==> src/rtl/flrp_pkg.sv <==
`default_nettype none

package flrp_pkg;

  localparam logic [7:0]  VERSION_MARKER    = 8'h01;
  localparam logic [16:0] MAX_ENTRIES_RESET = 17'd100000;
  localparam int          FIFO_DEPTH        = 4;
  localparam int          PTR_W             = $clog2(FIFO_DEPTH);

  typedef enum logic [2:0] {
    PH_VER,
    PH_CNT,
    PH_CNT_BAD,
    PH_LEN,
    PH_PATH,
    PH_SIZE,
    PH_SKIP
  } phase_t;

  typedef enum logic [1:0] {
    KIND_PATH_BYTE = 2'd0,
    KIND_ENTRY     = 2'd1,
    KIND_ACCEPTED  = 2'd2,
    KIND_ERROR     = 2'd3
  } kind_t;

  typedef enum logic [2:0] {
    ERR_NONE      = 3'd0,
    ERR_SHORT     = 3'd1,
    ERR_VERSION   = 3'd2,
    ERR_COUNT     = 3'd3,
    ERR_TRUNC_LEN = 3'd4,
    ERR_TRUNC_ENT = 3'd5
  } err_t;

  typedef struct packed {
    kind_t       kind;
    logic [7:0]  data;
    logic [16:0] idx;
    logic [31:0] plen;
    logic [63:0] size;
    err_t        err;
  } result_t;

  function automatic result_t mk_result(kind_t kind, logic [7:0] data, logic [16:0] idx,
                                        logic [31:0] plen, logic [63:0] size, err_t err);
    result_t r;
    r.kind = kind;
    r.data = data;
    r.idx  = idx;
    r.plen = plen;
    r.size = size;
    r.err  = err;
    return r;
  endfunction

  function automatic result_t mk_error(logic [16:0] idx, err_t err);
    return mk_result(KIND_ERROR, 8'd0, idx, 32'd0, 64'd0, err);
  endfunction

endpackage

`default_nettype wire

==> src/rtl/file_list_record_parser.sv <==
// A result is queued on its byte's transfer and shown once earlier results are taken.
// Throughput: one byte per cycle; a byte yields up to two results, held in a
// four-slot result queue, and input stalls while more than two slots are filled.
// Reset: synchronous, active high; clears the parse state and the result queue
// and sets max_entries to 100000.
`default_nettype none

module file_list_record_parser (
  input  wire logic        clk,
  input  wire logic        rst,
  input  wire logic        cfg_we,
  input  wire logic [16:0] cfg_wdata,
  input  wire logic        in_valid,
  output logic             in_stall,
  input  wire logic [7:0]  in_byte,
  input  wire logic        in_last,
  output logic             out_valid,
  input  wire logic        out_stall,
  output logic [1:0]       out_kind,
  output logic [7:0]       out_byte,
  output logic [16:0]      out_entry_index,
  output logic [31:0]      out_path_length,
  output logic [63:0]      out_size,
  output logic [2:0]       out_error
);

  logic [16:0]      max_entries;
  flrp_pkg::phase_t phase, phase_next;
  logic [2:0]       field_byte_count, field_byte_count_next;
  logic [2:0]       header_bytes_seen, header_bytes_seen_next;
  logic [31:0]      entry_count, entry_count_next;
  logic [16:0]      entry_index, entry_index_next;
  logic [31:0]      path_length, path_length_next;
  logic [31:0]      path_remaining, path_remaining_next;
  logic [63:0]      size_accumulator, size_accumulator_next;

  flrp_pkg::result_t res0, res1;
  logic [1:0]        n_res;
  logic              in_acc;
  logic              out_acc;

  flrp_pkg::result_t                fifo [flrp_pkg::FIFO_DEPTH];
  logic [flrp_pkg::PTR_W-1:0]       wptr, rptr;
  logic [flrp_pkg::PTR_W:0]         count;

  assign in_stall  = (count > (flrp_pkg::PTR_W+1)'(flrp_pkg::FIFO_DEPTH - 2));
  assign in_acc    = in_valid && !in_stall;
  assign out_valid = (count != '0);
  assign out_acc   = out_valid && !out_stall;

  always_comb begin
    phase_next             = phase;
    field_byte_count_next  = field_byte_count;
    header_bytes_seen_next = header_bytes_seen;
    entry_count_next       = entry_count;
    entry_index_next       = entry_index;
    path_length_next       = path_length;
    path_remaining_next    = path_remaining;
    size_accumulator_next  = size_accumulator;
    res0  = '0;
    res1  = '0;
    n_res = 2'd0;
    if (in_acc) begin
      unique case (phase)
        flrp_pkg::PH_VER: begin
          phase_next = (in_byte == flrp_pkg::VERSION_MARKER) ? flrp_pkg::PH_CNT
                                                             : flrp_pkg::PH_CNT_BAD;
          header_bytes_seen_next = 3'd0;
          entry_count_next       = 32'd0;
          if (in_last) begin
            res0  = flrp_pkg::mk_error(17'd0, flrp_pkg::ERR_SHORT);
            n_res = 2'd1;
          end
        end
        flrp_pkg::PH_CNT, flrp_pkg::PH_CNT_BAD: begin
          entry_count_next       = {entry_count[23:0], in_byte};
          header_bytes_seen_next = header_bytes_seen + 3'd1;
          if (header_bytes_seen_next < 3'd4) begin
            if (in_last) begin
              res0  = flrp_pkg::mk_error(17'd0, flrp_pkg::ERR_SHORT);
              n_res = 2'd1;
            end
          end else if (phase == flrp_pkg::PH_CNT_BAD) begin
            res0       = flrp_pkg::mk_error(17'd0, flrp_pkg::ERR_VERSION);
            n_res      = 2'd1;
            phase_next = flrp_pkg::PH_SKIP;
          end else if (entry_count_next > {15'd0, max_entries}) begin
            res0       = flrp_pkg::mk_error(17'd0, flrp_pkg::ERR_COUNT);
            n_res      = 2'd1;
            phase_next = flrp_pkg::PH_SKIP;
          end else if (entry_count_next == 32'd0) begin
            res0 = flrp_pkg::mk_result(flrp_pkg::KIND_ACCEPTED, 8'd0, 17'd0, 32'd0, 64'd0,
                                       flrp_pkg::ERR_NONE);
            n_res      = 2'd1;
            phase_next = flrp_pkg::PH_SKIP;
          end else begin
            entry_index_next      = 17'd0;
            phase_next            = flrp_pkg::PH_LEN;
            field_byte_count_next = 3'd0;
            path_length_next      = 32'd0;
            if (in_last) begin
              res0  = flrp_pkg::mk_error(17'd0, flrp_pkg::ERR_TRUNC_LEN);
              n_res = 2'd1;
            end
          end
        end
        flrp_pkg::PH_LEN: begin
          path_length_next      = {path_length[23:0], in_byte};
          field_byte_count_next = field_byte_count + 3'd1;
          if (field_byte_count != 3'd3) begin
            if (in_last) begin
              res0  = flrp_pkg::mk_error(entry_index, flrp_pkg::ERR_TRUNC_LEN);
              n_res = 2'd1;
            end
          end else begin
            path_remaining_next   = path_length_next;
            field_byte_count_next = 3'd0;
            size_accumulator_next = 64'd0;
            phase_next = (path_length_next != 32'd0) ? flrp_pkg::PH_PATH : flrp_pkg::PH_SIZE;
            if (in_last) begin
              res0  = flrp_pkg::mk_error(entry_index, flrp_pkg::ERR_TRUNC_ENT);
              n_res = 2'd1;
            end
          end
        end
        flrp_pkg::PH_PATH: begin
          res0 = flrp_pkg::mk_result(flrp_pkg::KIND_PATH_BYTE, in_byte, entry_index, 32'd0,
                                     64'd0, flrp_pkg::ERR_NONE);
          n_res               = 2'd1;
          path_remaining_next = path_remaining - 32'd1;
          if (path_remaining_next == 32'd0) begin
            phase_next = flrp_pkg::PH_SIZE;
          end
          if (in_last) begin
            res1  = flrp_pkg::mk_error(entry_index, flrp_pkg::ERR_TRUNC_ENT);
            n_res = 2'd2;
          end
        end
        flrp_pkg::PH_SIZE: begin
          size_accumulator_next = {size_accumulator[55:0], in_byte};
          field_byte_count_next = field_byte_count + 3'd1;
          if (field_byte_count != 3'd7) begin
            if (in_last) begin
              res0  = flrp_pkg::mk_error(entry_index, flrp_pkg::ERR_TRUNC_ENT);
              n_res = 2'd1;
            end
          end else begin
            res0 = flrp_pkg::mk_result(flrp_pkg::KIND_ENTRY, 8'd0, entry_index, path_length,
                                       size_accumulator_next, flrp_pkg::ERR_NONE);
            n_res = 2'd1;
            if ({1'b0, entry_index} + 18'd1 >= entry_count[17:0]) begin
              res1 = flrp_pkg::mk_result(flrp_pkg::KIND_ACCEPTED, 8'd0, entry_count[16:0],
                                         32'd0, 64'd0, flrp_pkg::ERR_NONE);
              n_res      = 2'd2;
              phase_next = flrp_pkg::PH_SKIP;
            end else begin
              entry_index_next      = entry_index + 17'd1;
              phase_next            = flrp_pkg::PH_LEN;
              field_byte_count_next = 3'd0;
              path_length_next      = 32'd0;
              if (in_last) begin
                res1  = flrp_pkg::mk_error(entry_index_next, flrp_pkg::ERR_TRUNC_LEN);
                n_res = 2'd2;
              end
            end
          end
        end
        flrp_pkg::PH_SKIP: begin
        end
        default: begin
        end
      endcase
      if (in_last) begin
        phase_next             = flrp_pkg::PH_VER;
        field_byte_count_next  = 3'd0;
        header_bytes_seen_next = 3'd0;
        entry_count_next       = 32'd0;
        entry_index_next       = 17'd0;
        path_length_next       = 32'd0;
        path_remaining_next    = 32'd0;
        size_accumulator_next  = 64'd0;
      end
    end
  end

  always_ff @(posedge clk) begin
    if (rst) begin
      max_entries       <= flrp_pkg::MAX_ENTRIES_RESET;
      phase             <= flrp_pkg::PH_VER;
      field_byte_count  <= 3'd0;
      header_bytes_seen <= 3'd0;
      entry_count       <= 32'd0;
      entry_index       <= 17'd0;
      path_length       <= 32'd0;
      path_remaining    <= 32'd0;
      size_accumulator  <= 64'd0;
    end else begin
      if (cfg_we) begin
        max_entries <= cfg_wdata;
      end
      phase             <= phase_next;
      field_byte_count  <= field_byte_count_next;
      header_bytes_seen <= header_bytes_seen_next;
      entry_count       <= entry_count_next;
      entry_index       <= entry_index_next;
      path_length       <= path_length_next;
      path_remaining    <= path_remaining_next;
      size_accumulator  <= size_accumulator_next;
    end
  end

  always_ff @(posedge clk) begin
    if (rst) begin
      wptr  <= '0;
      rptr  <= '0;
      count <= '0;
    end else begin
      wptr  <= wptr + flrp_pkg::PTR_W'(n_res);
      rptr  <= rptr + flrp_pkg::PTR_W'(out_acc);
      count <= count + (flrp_pkg::PTR_W+1)'(n_res) - (flrp_pkg::PTR_W+1)'(out_acc);
    end
  end

  always_ff @(posedge clk) begin
    if (n_res != 2'd0) begin
      fifo[wptr] <= res0;
    end
    if (n_res == 2'd2) begin
      fifo[wptr + flrp_pkg::PTR_W'(1)] <= res1;
    end
  end

  assign out_kind        = fifo[rptr].kind;
  assign out_byte        = fifo[rptr].data;
  assign out_entry_index = fifo[rptr].idx;
  assign out_path_length = fifo[rptr].plen;
  assign out_size        = fifo[rptr].size;
  assign out_error       = fifo[rptr].err;

endmodule

`default_nettype wire

==> config.mk <==
export PLATFORM = sky130hd
export DESIGN_NAME = file_list_record_parser
export DESIGN_NICKNAME = d
export VERILOG_FILES = /design/src/rtl/flrp_pkg.sv /design/src/rtl/file_list_record_parser.sv
export SDC_FILE = /design/constraint.sdc
export NUM_CORES = 1
export LEC_CHECK = 0
export BUFFER_PORTS_ARGS = -buffer_cell sky130_fd_sc_hd__buf_2
export CORE_ASPECT_RATIO = 0.8
export CORE_MARGIN = 3
export CORE_UTILIZATION = 30
export CTS_CLUSTER_SIZE = 25
export DETAILED_ROUTE_END_ITERATION = 12
export PLACE_DENSITY = 0.42
export REMOVE_ABC_BUFFERS = 1
export SLEW_MARGIN = 5
export SYNTH_ARGS = -nofsm -noshare
export SYNTH_HDL_FRONTEND = slang
export SYNTH_SLANG_ARGS = --single-unit
==> constraint.sdc <==
create_clock -name clk -period 5.2 [get_ports clk]
set_clock_uncertainty 0.1 [all_clocks]
set_input_delay 1.04 -clock clk [delete_from_list [all_inputs] [get_ports clk]]
set_output_delay 1.04 -clock clk [all_outputs]
set_load 0.02 [all_outputs]
== Word-level counts from Yosys, hierarchy flattened ==
Memory sizes are Yosys's and may differ from the RTL's. A register that Yosys moved wholly into a read port is not among the register bits.
Index checks and enable logic that the tools add are counted.
Word-level totals
  memory bits (writable): 504
  memories: 1
  bits in registers: 194
  output and inout port bits: 128
  logic and storage cells: 148
Memory list
  fifo: depth 4, width 126, read ports 1, clocked after memory_dff 1, wr ports 2, line file_list_record_parser.sv:42  | flrp_pkg::result_t fifo [flrp_pkg::FIFO_DEPTH];
Operators by class
  multiplexer cells: 79
  reduce and logical (&&, ||, !) cells: 25
  $lt $le $gt $ge: 4
  add/subtract/negate cells: 10
  eq/ne operators: 17
Operators with widths (count)
  two-way mux 126 bit: 15
  one-hot mux 126 bit (5 select lines): 1
  two-way mux 32 bit: 9
  one-hot mux 126 bit (2 select lines): 1
  two-way mux 17 bit: 7
  two-way mux 56 bit: 2
  one-hot mux 56 bit (2 select lines): 1
  one-hot mux 32 bit (3 select lines): 1
  zero test 32 bit: 2
  one-hot mux 32 bit (2 select lines): 1
  two-way mux 3 bit: 18
  one-hot mux 24 bit (2 select lines): 1
  one-hot mux 17 bit (2 select lines): 1
  > comparator 32 x 17 -> 1 bit: 1
  nonzero test 32 bit: 1
  subtractor 32 x 1 -> 32 bit (second input constant): 1
  != test 3 bit (second input constant): 9
  two-way mux 24 bit: 1
  adder 17 x 1 -> 18 bit (second input constant): 1
  greater-or-equal comparator 18 bit: 1
  adder 17 x 1 -> 17 bit (second input constant): 1
  AND reduction 8 bit: 2
  one-hot mux 3 bit (5 select lines): 1
  nonzero test 3 bit: 5
  29 further kinds: 51

== Longest topological paths before layout ==
  word-level depth: 10
  depth in mapped cells: 21
  mapped depth without buffers: 21

== Least setup slack after synthesis ==
OpenSTA, ideal clock, no wires.
  path type: flip-flop to flip-flop
  start point: register entry_index[0]
  end point: memory fifo[0][0] (netlist bit), enable pin
  stages on the path, launching flop included: 15
  setup slack: 0.698 ns
  arrival: 4.026 ns
  required time: 4.724 ns
  buffers on the path: 1
  setup time: 0.376 ns
  cells stage by stage: dfxtp_1 > ha_1 > nand2_1 > nor3_1 > and3_1 > nand3_1 > xnor2_1 > ha_1 > nand4_1 > o31ai_4 > o21ai_1 > a2111oi_4 > nor2_2 > clkbuf_1 > inv_1
RTL lines
  start, declared: line file_list_record_parser.sv:32  | logic [16:0] entry_index, entry_index_next;
  start signal, assigned: line file_list_record_parser.sv:205  | entry_index <= entry_index_next;
  end, declared: line file_list_record_parser.sv:42

==> flow_summary_export.csv <==
group,metric,value,unit
outcome,status,"complete, no violations",
routing,vias,25521,
layout,post-route-util,0.352,
clock_tree,cts.sinks,698,
worst_setup_path,critical_path_peak_fanout,19,
global_route,grt_busiest_layer,"met2",
power,peakVddDrop,0.000199,V
die,die_h,293,um
layout,layout_commonest_cell,"dfxtp_1",
layout,final_cell_mix,"612 x dfxtp_1, 313 x a32o_1, 309 x nand2_1",
hold_path,hold_class,"reg2reg",
global_route,antenna_found_initial,4,
die,ios,159,
run,maxCapViolCount,0,
die,rows,104,
routing,via_per_inst,5.83,
yosys,ys_types,81,
clock_tree,cts_resized,0,
global_route,grt_util_all_layers,0.199,
sta,slew_headroom,0.200,
routing,post_drt_wl_per_cell,24.9,um
sta,drv_slew,0,
sta,tightest_slew,1.20,ns
worst_setup_path,crit_family,"simple AND/OR/NAND/NOR gates",
worst_setup_path,cpPeakStageDelay,0.51,ns
place,place_hpwl,62800,um
clock_tree,cts.htree.levels,3,
power,finalPower,13200,uW
yosys,synth_edf_count,84,
yosys,ys_warn_count,0,
yosys,seq_area_frac_synth,0.479,
yosys,ys_seq_elements,698,
clock_tree,cts_tree,"yes",
place,gp_congestion,0.855,
yosys,synthFlopType,"dfxtp_1",
global_route,gr-usage-met1,0.276,
worst_setup_path,cp.required,5.46,ns
sta,rsz0062_at_grt,"no",
layout,seqCellArea,0.0148,mm2
layout,multi_input_area,0.0146,mm2
routing,drt-pass1-iter-count,6,
global_route,overflow,0,
worst_setup_path,worst-setup-path-type,"reg2reg",
yosys,avgSynthCellArea,10.3,um2
die,dieArea,0.107,mm2
layout,syn2layout_area_growth,15.4,%
clock_tree,root_buffer,"clkbuf_16",
worst_setup_path,arrival,5.00,ns
routing,ant_nets,0,
sta,final.period_utilization,0.910,
worst_setup_path,crit_path_end_kind,"flop",
clock_tree,cts_buffers,80,
layout,final_nets,3066,
routing,drt_iter0_drc,2181,
global_route,grt_pass1_vias,25480,
global_route,grtUsageMet3,0.0339,
worst_setup_path,cp.buffers_inverters,2,
place,port_buffers,158,
clock_tree,clkLatencyLatePin,0.63,ns
layout,drive_above_1_share,0.179,
global_route,grt_max_degree,231,
global_route,use_met2,0.320,
worst_setup_path,startpoint_type,"flop",
yosys,netlist_area,0.0309,mm2
power,p_leak,0.0122,uW
sta,setup_viol,0,
yosys,synthCells,2995,
clock_tree,post_cts_buffers,0,
routing,wirelength,109000,um
die,initial_core_util,0.305,
sta,post-route-min-period,4.73,ns
clock_tree,cts_hold_buffers,0,
yosys,synthArstFlopShare,0,
worst_setup_path,crit_top_cell,"nor2_1",
clock_tree,path_clk_slew,0.06,ns
sta,max_freq,211,MHz
die,core,0.101,mm2
worst_setup_path,cp_slowest_cell,"dfxtp_1",
sta,hold_viol,0,
worst_setup_path,crit_chain,"nand3_1, nor4_1, buf_4, nand4_1, nor2_1, xor2_1, ha_1, nand4_1, nor2_1, a31oi_1, o31ai_4, nor2_1, buf_12, mux2i_1, o21ai_0, o2bb2ai_1",
global_route,grt_pass1_wl,164000,um
die,die_w,365,um
routing,drc_errors,0,
power,pwr_density_cell,370,mW/mm2
sta,holdWs,0.353,ns
clock_tree,cts_buffer_depth,3,
layout,final.fill_count,10104,
worst register-to-register path, delay by kind of cell, from the launching register on:
kind	cells	cell delay, ns
AOI/OAI and AO/OA	4	1.00
xor gates and xnor gates	1	0.26
adders and majority gates	1	0.29
buffers and inverters	2	0.42
DFF	1	0.51
muxes	1	0.39
and+or+nand+nor	7	1.49
synthesized netlist by cell type, types with 7 or more instances:
library cell  number  share of area
and2_1             7         0.0014
o21ai_0           77          0.012
nand4_1           11         0.0022
o22ai_1           26         0.0053
o211ai_1          12         0.0029
or4_1              7         0.0017
a32o_1           313           0.10
o2bb2ai_1         68          0.019
o21a_1            10         0.0024
a21oi_1          227          0.037
nor3_1            23         0.0037
a22o_1            35         0.0099
xnor2_1           25         0.0071
buf_2             63          0.010
nor2_1           138          0.017
clkbuf_1         219          0.027
nor2b_1            8         0.0016
buf_1             41         0.0050
mux2i_1           30         0.0097
inv_1             55         0.0067
xor2_1            11         0.0031
edfxtp_1          84          0.082
and3_1            12         0.0024
nor4_1            20         0.0040
nand2_1          310          0.038
mux4_2           126          0.092
ha_1              48          0.019
a22oi_1           49          0.012
dfxtp_1          614           0.40
nand3_1          201          0.033
a31oi_1            9         0.0018
o31ai_1           10         0.0024
layer usage:
| layer | wire, um | vias up |
|---|---|---|
| li1 | - | 11435 |
| met1 | 49500 | 13124 |
| met2 | 50000 | 796 |
| met3 | 6450 | 164 |
| met4 | 2900 | 2 |
| met5 | 9 | - |
cell families after synthesis:
logic type | synth area share
AO/OA/AOI/OAI | 0.222
XOR/XNOR | 0.0102
adder cells (fa/ha/maj) | 0.0204
buffers and inverters | 0.0515
flip-flops | 0.479
multiplexers | 0.102
AND/OR/NAND/NOR | 0.115
metrics by stage:
stage	cells	setup TNS, ns	setup slack [ns]	cell area (um2)
3_5_place_dp	4229	0	0.571	33000
2_1_floorplan	2661	-1966.41	-4.82	29500
5_1_grt	4375	0	0.0740	35700
6_report	4375	0	0.468	35700
3_3_place_gp	4229	0	0.620	33000
4_1_cts	4374	0	0.526	35700
flip-flops by register name, summed over array words and instances, names as in the netlist:
| name | flops |
|---|---|
| phase | 3 |
| entry_index | 17 |
| field_byte_count | 3 |
| path_remaining | 32 |
| wptr | 2 |
| entry_count | 24 |
| max_entries | 17 |
| fifo | 504 |
| count | 3 |
| size_accumulator | 56 |
| header_bytes_seen | 3 |
| path_length | 32 |
| rptr | 2 |
final timing paths:
| check | slack [ns] | depth (start not counted) | endpoint | startpoint |
|---|---|---|---|---|
| worst min register to register | 0.35 | 2 | fifo[3][95] | fifo[3][95] |
| worst max register to register | 0.47 | 16 | fifo[2][106] | entry_index[2] |
| worst min-delay path | 0.35 | 2 | fifo[3][95] | fifo[3][95] |
| worst max-delay path | 0.47 | 16 | fifo[2][106] | entry_index[2] |
report_power, final:
part / internal, uW / switching (uW)
sequential: 5500 / 108
combinational: 633 / 1180
clock: 3460 / 2330
total: 9590 / 3620
area by class of cell:
cell class,count,share of cell area
diodes,1,0.0000701
clock buffers,116,0.0673
clock inverters,29,0.00845
inverters,58,0.00610
multi-input cells,1905,0.409
flip-flops and latches,698,0.415
well taps,1325,0.0464
repair buffers,243,0.0471
Power figures use the tool's default switching activity.
